$ cat src/hdl/sfa_pkg.sv
// shared types, constants and crc function for the stun fingerprint appender
// no dependencies
package sfa_pkg;

	localparam logic [31:0] CRC_INIT  = 32'hFFFF_FFFF;
	localparam logic [31:0] CRC_POLY  = 32'hEDB8_8320;
	localparam logic [31:0] FP_MASK   = 32'h5354_554E;
	localparam logic [15:0] ATTR_TYPE = 16'h8028;
	localparam logic [15:0] ATTR_LEN  = 16'h0004;

	localparam int QUEUE_DEPTH = 4;
	localparam int QUEUE_AW    = $clog2(QUEUE_DEPTH);
	localparam int ATTR_BYTES  = 8;
	localparam int PHASE_W     = $clog2(ATTR_BYTES + 1);

	localparam logic [PHASE_W-1:0] PH_PASS      = '0;
	localparam logic [PHASE_W-1:0] PH_TYPE_HI   = PHASE_W'(1);
	localparam logic [PHASE_W-1:0] PH_TYPE_LO   = PHASE_W'(2);
	localparam logic [PHASE_W-1:0] PH_LEN_HI    = PHASE_W'(3);
	localparam logic [PHASE_W-1:0] PH_LEN_LO    = PHASE_W'(4);
	localparam logic [PHASE_W-1:0] PH_FP_3      = PHASE_W'(5);
	localparam logic [PHASE_W-1:0] PH_FP_2      = PHASE_W'(6);
	localparam logic [PHASE_W-1:0] PH_FP_1      = PHASE_W'(7);
	localparam logic [PHASE_W-1:0] PH_FP_0      = PHASE_W'(ATTR_BYTES);

	typedef struct packed {
		logic [7:0] data_byte;
		logic       is_final;
	} msg_t;

	typedef struct packed {
		logic [7:0] out_byte;
		logic       out_final;
	} pkt_t;

	typedef struct packed {
		logic [7:0]  data_byte;
		logic        is_final;
		logic [31:0] fp;
	} entry_t;

	function automatic logic [31:0] crc_fold_byte(input logic [31:0] crc, input logic [7:0] b);
		logic [31:0] c;
		c = crc ^ {24'h0, b};
		for (int i = 0; i < 8; i++) begin
			if (c[0]) begin
				c = (c >> 1) ^ CRC_POLY;
			end else begin
				c = c >> 1;
			end
		end
		return c;
	endfunction

endpackage

$ cat src/hdl/stun_fingerprint_appender.sv
// Streams a STUN message through one byte per cycle while neither side stalls, and
// appends the 8-byte FINGERPRINT attribute (type 0x8028, length 4, crc32 xor
// 0x5354554E) after the byte marked is_final. While the back end's byte serializer
// emits a final byte and its attribute, the front keeps taking bytes until the
// 4-entry queue fills. A passed byte is registered in the queue and then in the back
// end's current-entry register before it is offered on the output. The crc restarts
// after every fingerprint.
// depends on sfa_pkg, sfa_front, sfa_queue, sfa_back
module stun_fingerprint_appender (
	input  logic          clk,
	input  logic          arst_n,
	input  logic          msg_valid,
	input  sfa_pkg::msg_t msg,
	output logic          msg_stall,
	output logic          pkt_valid,
	output sfa_pkg::pkt_t pkt,
	input  logic          pkt_stall
);
	import sfa_pkg::*;

	logic   push;
	logic   pop;
	logic   full;
	logic   nonempty;
	entry_t push_entry;
	entry_t head;

	sfa_front u_front (
		.clk        (clk),
		.arst_n     (arst_n),
		.msg_valid  (msg_valid),
		.msg        (msg),
		.msg_stall  (msg_stall),
		.full       (full),
		.push       (push),
		.push_entry (push_entry)
	);

	sfa_queue u_queue (
		.clk        (clk),
		.arst_n     (arst_n),
		.push       (push),
		.push_entry (push_entry),
		.pop        (pop),
		.head       (head),
		.nonempty   (nonempty),
		.full       (full)
	);

	sfa_back u_back (
		.clk       (clk),
		.arst_n    (arst_n),
		.head      (head),
		.nonempty  (nonempty),
		.pop       (pop),
		.pkt_valid (pkt_valid),
		.pkt       (pkt),
		.pkt_stall (pkt_stall)
	);

endmodule

$ cat src/hdl/sfa_front.sv
// front end: accepts message bytes, runs the crc, builds queue entries
// depends on sfa_pkg
module sfa_front (
	input  logic            clk,
	input  logic            arst_n,
	input  logic            msg_valid,
	input  sfa_pkg::msg_t   msg,
	output logic            msg_stall,
	input  logic            full,
	output logic            push,
	output sfa_pkg::entry_t push_entry
);
	import sfa_pkg::*;

	logic [31:0] crc_q;
	logic [31:0] crc_next;

	assign msg_stall = full;
	assign push      = msg_valid & ~full;
	assign crc_next  = crc_fold_byte(crc_q, msg.data_byte);

	always_comb begin
		push_entry.data_byte = msg.data_byte;
		push_entry.is_final  = msg.is_final;
		push_entry.fp        = crc_next ^ CRC_INIT ^ FP_MASK;
	end

	always_ff @(posedge clk or negedge arst_n) begin
		if (!arst_n) begin
			crc_q <= CRC_INIT;
		end else if (push) begin
			crc_q <= msg.is_final ? CRC_INIT : crc_next;
		end
	end

endmodule

$ cat src/hdl/sfa_queue.sv
// short fifo between front and back ends
// depends on sfa_pkg
module sfa_queue (
	input  logic            clk,
	input  logic            arst_n,
	input  logic            push,
	input  sfa_pkg::entry_t push_entry,
	input  logic            pop,
	output sfa_pkg::entry_t head,
	output logic            nonempty,
	output logic            full
);
	import sfa_pkg::*;

	entry_t              mem_q [QUEUE_DEPTH];
	logic [QUEUE_AW-1:0] wr_ptr_q;
	logic [QUEUE_AW-1:0] rd_ptr_q;
	logic [QUEUE_AW:0]   count_q;

	assign head     = mem_q[rd_ptr_q];
	assign nonempty = (count_q != '0);
	assign full     = (count_q == (QUEUE_AW + 1)'(QUEUE_DEPTH));

	always_ff @(posedge clk) begin
		if (push) begin
			mem_q[wr_ptr_q] <= push_entry;
		end
	end

	always_ff @(posedge clk or negedge arst_n) begin
		if (!arst_n) begin
			wr_ptr_q <= '0;
			rd_ptr_q <= '0;
			count_q  <= '0;
		end else begin
			if (push) begin
				wr_ptr_q <= (wr_ptr_q == QUEUE_AW'(QUEUE_DEPTH - 1)) ? '0 : wr_ptr_q + 1'b1;
			end
			if (pop) begin
				rd_ptr_q <= (rd_ptr_q == QUEUE_AW'(QUEUE_DEPTH - 1)) ? '0 : rd_ptr_q + 1'b1;
			end
			if (push && !pop) begin
				count_q <= count_q + 1'b1;
			end else if (pop && !push) begin
				count_q <= count_q - 1'b1;
			end
		end
	end

endmodule

$ cat src/hdl/sfa_back.sv
// back end: emits the passed byte and, after a final byte, the attribute bytes
// depends on sfa_pkg
module sfa_back (
	input  logic            clk,
	input  logic            arst_n,
	input  sfa_pkg::entry_t head,
	input  logic            nonempty,
	output logic            pop,
	output logic            pkt_valid,
	output sfa_pkg::pkt_t   pkt,
	input  logic            pkt_stall
);
	import sfa_pkg::*;

	entry_t             cur_q;
	logic               busy_q;
	logic [PHASE_W-1:0] phase_q;
	logic               advance;
	logic               done;

	assign pkt_valid = busy_q;
	assign advance   = busy_q & ~pkt_stall;
	assign done      = advance & (((phase_q == PH_PASS) & ~cur_q.is_final) | (phase_q == PH_FP_0));
	assign pop       = nonempty & (~busy_q | done);

	always_comb begin
		pkt.out_final = (phase_q == PH_FP_0);
		case (phase_q)
			PH_PASS:    pkt.out_byte = cur_q.data_byte;
			PH_TYPE_HI: pkt.out_byte = ATTR_TYPE[15:8];
			PH_TYPE_LO: pkt.out_byte = ATTR_TYPE[7:0];
			PH_LEN_HI:  pkt.out_byte = ATTR_LEN[15:8];
			PH_LEN_LO:  pkt.out_byte = ATTR_LEN[7:0];
			PH_FP_3:    pkt.out_byte = cur_q.fp[31:24];
			PH_FP_2:    pkt.out_byte = cur_q.fp[23:16];
			PH_FP_1:    pkt.out_byte = cur_q.fp[15:8];
			PH_FP_0:    pkt.out_byte = cur_q.fp[7:0];
			default:    pkt.out_byte = cur_q.data_byte;
		endcase
	end

	always_ff @(posedge clk) begin
		if (pop) begin
			cur_q <= head;
		end
	end

	always_ff @(posedge clk or negedge arst_n) begin
		if (!arst_n) begin
			busy_q  <= 1'b0;
			phase_q <= PH_PASS;
		end else if (pop) begin
			busy_q  <= 1'b1;
			phase_q <= PH_PASS;
		end else if (done) begin
			busy_q  <= 1'b0;
			phase_q <= PH_PASS;
		end else if (advance) begin
			phase_q <= phase_q + 1'b1;
		end
	end

endmodule

$ cat config.mk
export PLATFORM = sky130hd
export DESIGN_NAME = stun_fingerprint_appender
export DESIGN_NICKNAME = d
export VERILOG_FILES = /design/src/hdl/sfa_pkg.sv /design/src/hdl/stun_fingerprint_appender.sv /design/src/hdl/sfa_front.sv /design/src/hdl/sfa_queue.sv /design/src/hdl/sfa_back.sv
export SDC_FILE = /design/constraint.sdc
export NUM_CORES = 1
export LEC_CHECK = 0
export BUFFER_PORTS_ARGS = -buffer_cell sky130_fd_sc_hd__clkbuf_2
export CAP_MARGIN = 20
export CORE_MARGIN = 2
export CORE_UTILIZATION = 35
export DETAILED_ROUTE_END_ITERATION = 10
export HOLD_SLACK_MARGIN = 0.03
export PLACE_DENSITY = 0.59
export SLEW_MARGIN = 10
export SYNTH_ARGS = -nofsm -noshare
export SYNTH_HDL_FRONTEND = slang
export SYNTH_SLANG_ARGS = --single-unit
$ cat constraint.sdc
create_clock -name clk -period 3.7 [get_ports clk]
set_clock_uncertainty 0.2 [all_clocks]
set_input_delay 0.185 -clock clk [delete_from_list [all_inputs] [get_ports clk]]
set_output_delay 0.185 -clock clk [all_outputs]
set_load 0.02 [all_outputs]
# Word-level counts from Yosys, hierarchy flattened
# Memory sizes are Yosys's and may differ from the RTL's. A register that Yosys moved wholly into a read port is not among the register bits.
# Index checks and enable logic that the tools add are counted.
[totals]
reg_bits = 44
latch_bits = 0
mem_bits_rw = 164
romBits = 0
elab_cells = 75
memories = 1
[classes]
n_addsub = 5
n_mul = 0
div_mod_pow = 0
n_lt_le_gt_ge = 0
n_eq_ne = 11
n_shift = 0
n_mux = 21
bitwise = 22
n_reduce_logical = 9
[mem_list]
columns = ["name", "words", "width", "rd", "rd_ports_with_merged_regs", "wr", "line_no", "rtl"]
rows = [
  ["u_queue.mem_q", 4, 41, 1, 1, 1, "sfa_queue.sv:15", "entry_t mem_q [QUEUE_DEPTH];"],
]
[ops]
columns = ["op", "n"]
rows = [
  ["2-to-1 mux 32 bit", 9],
  ["NOT 13 -> 14 bit", 8],
  ["one-hot mux 8 bit (8 select lines)", 1],
  ["NOT 32 bit", 1],
  ["XOR 32 x 8 -> 32 bit", 1],
  ["equality test 4 x 3 -> 1 bit (second input constant)", 4],
  ["NOT 15 bit", 1],
  ["2-to-1 mux 4 bit", 3],
  ["equality test 4 x 2 -> 1 bit (second input constant)", 2],
  ["2-to-1 mux 3 bit", 2],
  ["nonzero test 3 bit", 2],
  ["AND 1 bit", 5],
  ["adder 2 x 1 -> 2 bit (second input constant)", 2],
  ["adder 4 x 1 -> 4 bit (second input constant)", 1],
  ["equality test 2 bit (second input constant)", 2],
  ["equality test 4 x 1 -> 1 bit (second input constant)", 1],
  ["equality test 4 bit (second input constant)", 1],
  ["zero test 4 bit", 1],
  ["2-to-1 mux 1 bit", 4],
  ["2-to-1 mux 2 bit", 2],
  ["NOT 1 bit", 4],
  ["nonzero test 2 bit", 2],
  ["adder 3 x 1 -> 3 bit (second input constant)", 1],
  ["equality test 3 bit (second input constant)", 1],
  ["4 further kinds", 7],
]

# Logic depth before layout (Yosys ltp)
# Gate-level depths: netlist of run 1.
[depth]
depth_word = 19
ltp_mapped = 13

# Hierarchy
# Synthesis of run 1 repeated with hierarchy kept, for this count alone.
[unflattened]
cells_unflattened = 550
hier_area_um2 = 10525.1
[modules_own_cells]
columns = ["module", "n_inst", "cells_per_inst", "area_each_um2"]
rows = [
  ["sfa_queue", 1, 252, 6388.6],
  ["sfa_front", 1, 175, 2252.2],
  ["sfa_back", 1, 123, 1884.3],
]

# Worst setup path before layout of run 1
# No wires, ideal clock.
[synth_timing]
path_type = "register -> register"
from = "register u_back.phase_q[0]"
to = "register u_queue.count_q[1]"
arrival_time_ps = 3002
t_required_ps = 3375
slack_ps = 373
stages_incl_launch_ff = 12
n_path_buf = 1
cell_sequence = "dfrtp_1 -> inv_1 -> ha_1 -> inv_1 -> o41ai_1 -> and2_0 -> buf_2 -> inv_1 -> ha_1 -> inv_1 -> fa_1 -> mux2_2"
[synth_via]
elab_chain_cells = 9
elab_cells_between_ends = 12
cone_classes = "1 x eq/ne; 1 x mux; 5 x bitwise; 5 x reduce/logical"
[synth_lines]
columns = ["item", "line_no", "rtl"]
rows = [
  ["start: declaration", "sfa_back.sv:17", "logic [PHASE_W-1:0] phase_q;"],
  ["start signal: assignment", "sfa_back.sv:59", "phase_q <= phase_q + 1'b1;"],
  ["zero test 4 bit", "sfa_back.sv:23", "assign done = advance & (((phase_q == PH_PASS) & ~cur_q.is_final) | (phase_q == PH_FP_0));"],
  ["AND 1 bit", "sfa_back.sv:23", ""],
  ["OR 1 bit *", "sfa_back.sv:23", ""],
  ["AND 1 bit *", "sfa_back.sv:23", ""],
  ["OR 1 bit *", "sfa_back.sv:24", "assign pop = nonempty & (~busy_q | done);"],
  ["AND 1 bit *", "sfa_back.sv:24", ""],
  ["net pop", "stun_fingerprint_appender.sv:22", "logic pop;"],
  ["zero test 1 bit", "sfa_queue.sv:42", "if (push && !pop) begin"],
  ["logical AND 1 bit", "sfa_queue.sv:42", ""],
  ["2-to-1 mux 3 bit or nonzero test 2 bit (tied branches)", "--", ""],
  ["end signal: assignment", "sfa_queue.sv:43", "count_q <= count_q + 1'b1;"],
  ["end signal: assignment", "sfa_queue.sv:45", "count_q <= count_q - 1'b1;"],
  ["end: declaration", "sfa_queue.sv:18", "logic [QUEUE_AW:0] count_q;"],
]
# The timed path passes the listed nets; every way through them passes the cells marked *.
# A chain may end at the register's enable or synchronous reset.

==> results of run 1 <==
[cell type report]
class                           count  area, um2
Clock buffer                       35      735.7
Clock inverter                     13      140.1
Fill cell                        2487      16920
Inverter                           10      37.54
Multi-Input combinational cell    244       2829
Sequential cell                   249       7300
Tap cell                          384      480.5
Timing Repair Buffer               47      335.3
[power breakdown]
group	internal [mW]	total [mW]	switching, mW	leakage (nW)
Clock	1.60	2.62	1.02	0.435
Combinational	2.11	4.86	2.75	1.34
Sequential	5.09	5.53	0.442	2.35
Total	8.80	13.0	4.21	4.13
[synth_stat cells, drive strengths merged]
master	count	area, um2
a2111oi	1	8.760
a31oi	3	18.77
o21a	1	7.510
xor3	5	122.6
a221o	5	50.05
a22o	3	26.28
a21oi	22	113.9
and3	1	6.260
or3	1	6.260
o21ai	5	25.02
xor2	14	122.6
o22a	12	106.4
a22oi	4	30.03
buf	6	28.77
fa	1	20.02
nand2b	3	18.77
o221ai	3	26.28
clkbuf	20	75.07
and2	5	31.28
and3b	1	8.760
ha	10	125.1
mux2	4	45.04
xnor2	33	394.1
inv	10	37.54
mux4	41	923.4
nand2	6	22.52
nor2b	7	43.79
a21o	3	22.52
edfxtp	205	6156
nor2	30	112.6
xnor3	14	320.3
o41ai	1	8.760
dfrtp	12	300.3
dfstp	32	840.8
nor3b	1	7.510
a222oi	4	40.04
[metrics by stage]
step / area, um2 / utilization [%]
after global placement: 10850 / 37.71
after detailed placement: 10870 / 37.78
after floorplan: 10250 / -
final: 11860 / 41.20
after CTS: 11860 / 41.20
after global routing: 11860 / 41.20
[how the worst max path moves through the flow]
stage	slack, ps	endpoint	depth (start not counted)
floorplan	370	u_queue.count_q[1]$_DFFE_PN0P_	11
global placement	820	u_queue.count_q[1]$_DFFE_PN0P_	10
detailed placement	730	u_queue.count_q[1]$_DFFE_PN0P_	10
CTS	280	pkt[3]	7
global route	140	pkt[3]	7
finish	270	pkt[3]	7
[metal layers]
| metal | part of all wire (%) | GRT usage (%) |
|---|---|---|
| met2 | 50 | 22.82 |
| met4 | 2.3 | 3.333 |
| met3 | 4.7 | 1.958 |
| met1 | 43 | 19.26 |
| met5 | 0 | 0 |
[worst max-delay path, delay by kind of cell (launching register included)]
kind | cells | cell delay (ps)
AO/OA/AOI/OAI | 2 | 810
AND/OR/NAND/NOR | 2 | 690
flip-flops | 1 | 430
adder cells (fa/ha/maj) | 1 | 330
buffers and inverters | 2 | 270
[cell families (layout without fill, tap and decap cells)]
kind of cell    count (synthesis)  in the layout  share of synthesized area (%)
flops                         249            249                          71.17
buf+inv                        36            105                          1.379
compound gates                 67             67                          4.723
xor+xnor                       66             66                          9.359
mux                            45             45                          9.445
simple gates                   55             55                          2.514
fa+ha+maj                      11             11                          1.416
[state kept, by name, indices dropped and copies added (netlist names)]
register	cells
u_queue.mem_q	164
u_back.cur_q	41
u_front.crc_q	32
u_back.phase_q	4
u_queue.count_q	3
u_queue.rd_ptr_q	2
u_queue.wr_ptr_q	2
u_back.pkt_valid	1
==> flow_summary.toml, run 1 <==
[layout]
final_cells = 982
final_cell_mix = "edfxtp_1 (205), mux4_2 (41), dfstp_2 (32)"
diodes = 0
mostFrequentLayoutCell = "edfxtp_1"
synthToLayoutAreaGrowth_pct = 15.64
final_nets = 602
drive_gt1_share_pct = 29.43

[sta]
fin_ws_ps = 266.1
fin_crit_ps = 3434
hold_slack_ps = 50.23
report.final.slew_viol_count = 0
rsz0062_at_grt = "false"
setup_viol = 0
tightest_slew_ps = 784.6
fmax_ghz = 0.2912
maxSlewHeadroom_pct = 47.50
hold_violations = 0
tns_ps = 0
fin_crit_sh_pct = 92.81

[detailed_routing]
ant_nets = 0
drc = 0
wl_per_cell_um = 21.16
first_iter_violations = 437
viasPerCell = 5.064
wl_mm = 20.78
vias = 4973
firstDrtPassIters = 4

[worst_setup_path]
cp.required_ps = 3310
ff2ff_setup_slack_ps = 710
cp_max_fo = 10
startpoint = "u_back.phase_q[1]$_DFFE_PN0P_"
cp_slowest_cell = "nor2_1"
cp_cell_sequence = "inv_1 -> ha_1 -> a2111oi_0 -> nor2_1 -> nor2_1 -> a221o_1 -> clkbuf_2"
cp-start-kind = "register"
rr_endpoint = "u_queue.count_q[1]$_DFFE_PN0P_"
r2r_cells = 10
cp.arrival_ps = 3050
crit_top_cell = "nor2_1"
critPathCaptureType = "output pin"
critPathMaxStageDelay_ps = 620
path_class = "reg2out"
rr_startpoint = "u_back.phase_q[0]$_DFFE_PN0P_"

[synthesis]
synthCells = 529
synthesis.nets = 553
syn_area_um2 = 10250
ys_seq_area_share_pct = 71.17
ys_ff_latch = 249
ys_types = 45
postSynthAreaPerCell_um2 = 19.38
yosys_warnings = 0

[grt]
antenna_found_initial = 0
grt_max_degree = 45
grt_pass1_wl_mm = 31.99
grt_pass1_vias = 5195
grt-ovfl-total = 0
grtUsageTotal_pct = 13.77

[clock_tree]
clk_latency_ps = 520
root_buffer = "clkbuf_16"
cts_resized = 0
ctsHoldBuffers = 11
cts_tree = "done"
cts_buffer_depth = 3
htreeDepth = 1
postCtsSetupBuffers = 0
cts.sinks = 249
cts_buffers = 26
clkTransAtPathRegs_ps = 60

[floorplanning]
die_w_um = 175.2
fp-row-count = 62
die_area_um2 = 30680
core_area_um2 = 28780
initial_core_util_pct = 35.63
io_pins = 24
die_height_um = 175.2

[power]
p_leak_nw = 4.128
finalPower_mw = 13.02
power_density_nw_per_um2 = 1098
peakVddDrop_mv = 0.3933

[worst_hold_path]
hold_path.class = "in2reg"
min-delay-start = "msg_valid"
whs_path_depth = 4
hold_path_end = "u_queue.count_q[0]$_DFFE_PN0P_"

[placed_design]
gp_congestion = 0.8206
place_inst = 923
post-place-ws_ps = 734.6
dp_hpwl_mm = 13.03
portBuffers = 23

[flow_run]
drv_cap = 0

[status]
status = "finished, final reports clean"
(Power assumes the default switching activity.)
==> run 2, diff against run 1 <==
--- a/config.mk
+++ b/config.mk
@@ -8,10 +8,10 @@
 export BUFFER_PORTS_ARGS = -buffer_cell sky130_fd_sc_hd__clkbuf_2
 export CAP_MARGIN = 20
 export CORE_MARGIN = 2
-export CORE_UTILIZATION = 35
+export CORE_UTILIZATION = 60
 export DETAILED_ROUTE_END_ITERATION = 10
 export HOLD_SLACK_MARGIN = 0.03
-export PLACE_DENSITY = 0.59
+export PLACE_DENSITY = 0.86
 export SLEW_MARGIN = 10
 export SYNTH_ARGS = -nofsm -noshare
 export SYNTH_HDL_FRONTEND = slang
==> constraint.sdc (replaced) <==
create_clock -name clk -period 3.7 [get_ports clk]
set_clock_uncertainty 0.2 [all_clocks]
set_input_delay 0.185 -clock clk [delete_from_list [all_inputs] [get_ports clk]]
set_output_delay 0.185 -clock clk [all_outputs]
set_load 0.1 [all_outputs]
==> run 2 against run 1 <==
Net effect: flip-flop and latch count stayed put; register-to-register slack better by 20 ps; clock-buffer cell count is 1 lower; hold slack better by 78 ps; final cell count is 17% lower; cell area is 2.3% lower; global-route usage is 12 points higher; worst setup slack better by 33 ps; fmax is 0.98% higher; sequential share of layout area is 1.5 points higher; first-iteration DRC count is 22% higher; critical path type unchanged.
==> flow_summary.toml, run 2 (synthesized netlist as in run 1, its figures left out) <==
[detailed_routing]
first_iter_violations = 532
wl_mm = 22.17
ant_nets = 0
vias = 5113
firstDrtPassIters = 7
drc = 0
wl_per_cell_um = 27.23
viasPerCell = 6.281

[grt]
grtUsageTotal_pct = 25.72
antenna_found_initial = 0
grtUsageMet3_pct = 3.378
grt_pass1_wl_mm = 33.74
grt-ovfl-total = 0
grt_max_degree = 44
grt-busiest-layer = "met2"
use_met2_pct = 43.06
globalRouteMet1Util_pct = 35.72
grt_pass1_vias = 5331

[sta]
rsz0062_at_grt = "false"
report.final.slew_viol_count = 0
tns_ps = 0
maxSlewHeadroom_pct = 25.11
hold_violations = 0
fin_crit_ps = 3401
fmax_ghz = 0.2941
fin_crit_sh_pct = 91.91
hold_slack_ps = 128.4
tightest_slew_ps = 1123
setup_viol = 0

[layout]
synthToLayoutAreaGrowth_pct = 12.95
mostFrequentLayoutCell = "edfxtp_1"
diodes = 0
top_register = "u_queue.mem_q"
final_cell_mix = "edfxtp_1 (205), mux4_2 (41), dfstp_2 (32)"
fillers = 923
largest_reg_flops = 164
final_nets = 600
final_cells = 814
drive_gt1_share_pct = 29.12
reg_top3 = "u_queue.mem_q x164, u_back.cur_q x41, u_front.crc_q x32"

[worst_setup_path]
cp.required_ps = 3310
path_class = "reg2out"
cp_max_fo = 10
cp.arrival_ps = 3020
cp-start-kind = "register"
rr_startpoint = "u_back.phase_q[0]$_DFFE_PN0P_"
r2r_cells = 11
critPathCaptureType = "output pin"
startpoint = "u_back.phase_q[0]$_DFFE_PN0P_"

[status]
status = "finished, final reports clean"

[clock_tree]
clk_latency_ps = 510
root_buffer = "clkbuf_16"
htreeDepth = 1
postCtsSetupBuffers = 0
cts.sinks = 249
cts_buffer_depth = 3
cts_buffers = 25
cts_tree = "done"
clkTransAtPathRegs_ps = 60

[floorplanning]
core_area_um2 = 16640
initial_core_util_pct = 61.61
fp-row-count = 47
die_w_um = 134.7
die_area_um2 = 18150
die_height_um = 134.7
io_pins = 24

[flow_run]
drv_cap = 0

[worst_hold_path]
hold_path.class = "in2async"

[placed_design]
dp_hpwl_mm = 12.46
portBuffers = 23
gp_congestion = 0.8716
place_inst = 757
[run 2: cell count changes in the layout (fill, tap and decap cells not counted), sizes merged]
cell         change
buf              -2
bufinv           -1
clkbuf           -1
clkinv           -2
clkinvlp         +1
dlygate4sd3      +1
[run 2: per-stage QoR]
step | utilization, % | worst slack [ps] | instance area, um2
3_5_place_dp | 64.11 | 746.1 | 10670
6_report | 69.59 | 299.3 | 11580
2_1_floorplan | - | 270.3 | 10260
3_3_place_gp | 64.11 | 876.7 | 10670
5_1_grt | 69.59 | 93.59 | 11580
4_1_cts | 69.57 | 117.1 | 11580
[run 2: timing repair]
item                                    CTS  global route
endpoints found under the setup margin    0             8
gates resized for setup                   0             1
hold buffers                             12             0
endpoints found under the hold margin    61             0
[run 2: area by class of cell]
class / instances / area (um2) / share of cell area (%)
sequential: 249 / 7300 / 63.03
multi-input combinational: 244 / 2836 / 24.49
inverter: 10 / 37.54 / 0.3241
tap: 220 / 275.3 / 2.377
clock inverter: 11 / 110.1 / 0.9507
clock buffer: 34 / 679.4 / 5.866
timing repair buffer: 46 / 342.8 / 2.960
[run 2: per-layer routing]
layer  routed length (um)  up-vias
li1                     -     2153
met1                 8415     2609
met5                    0        -
met4                  744        0
met2                11330      294
met3                 1676       57
[run 2: path summary, 6_finish.rpt]
kind	end	slack [ps]
worst max-delay path	pkt[5]	300
worst min-delay path	u_queue.rd_ptr_q[0]$_DFFE_PN0N_	130
worst max register to register	u_queue.count_q[1]$_DFFE_PN0P_	730
worst min register to register	u_queue.count_q[2]$_DFFE_PN0P_	300
max in group asynchronous	u_front.crc_q[27]$_DFFE_PN1P_	2350
min in group clk	u_queue.mem_q[0][39]$_DFFE_PP_	290
[run 2: worst max-delay path, cell delays in order (launching register included)]
cell and delay, ps:
dfrtp_1 410, inv_1 130, ha_1 340, a2111oi_0 390
nor2_1 100, nor2_2 410, a221o_1 250, clkbuf_2 460
Power of run 2 is left out: the tool's default activity adds up to more than one toggle a clock period on the data nets, which glitch-free logic cannot reach.
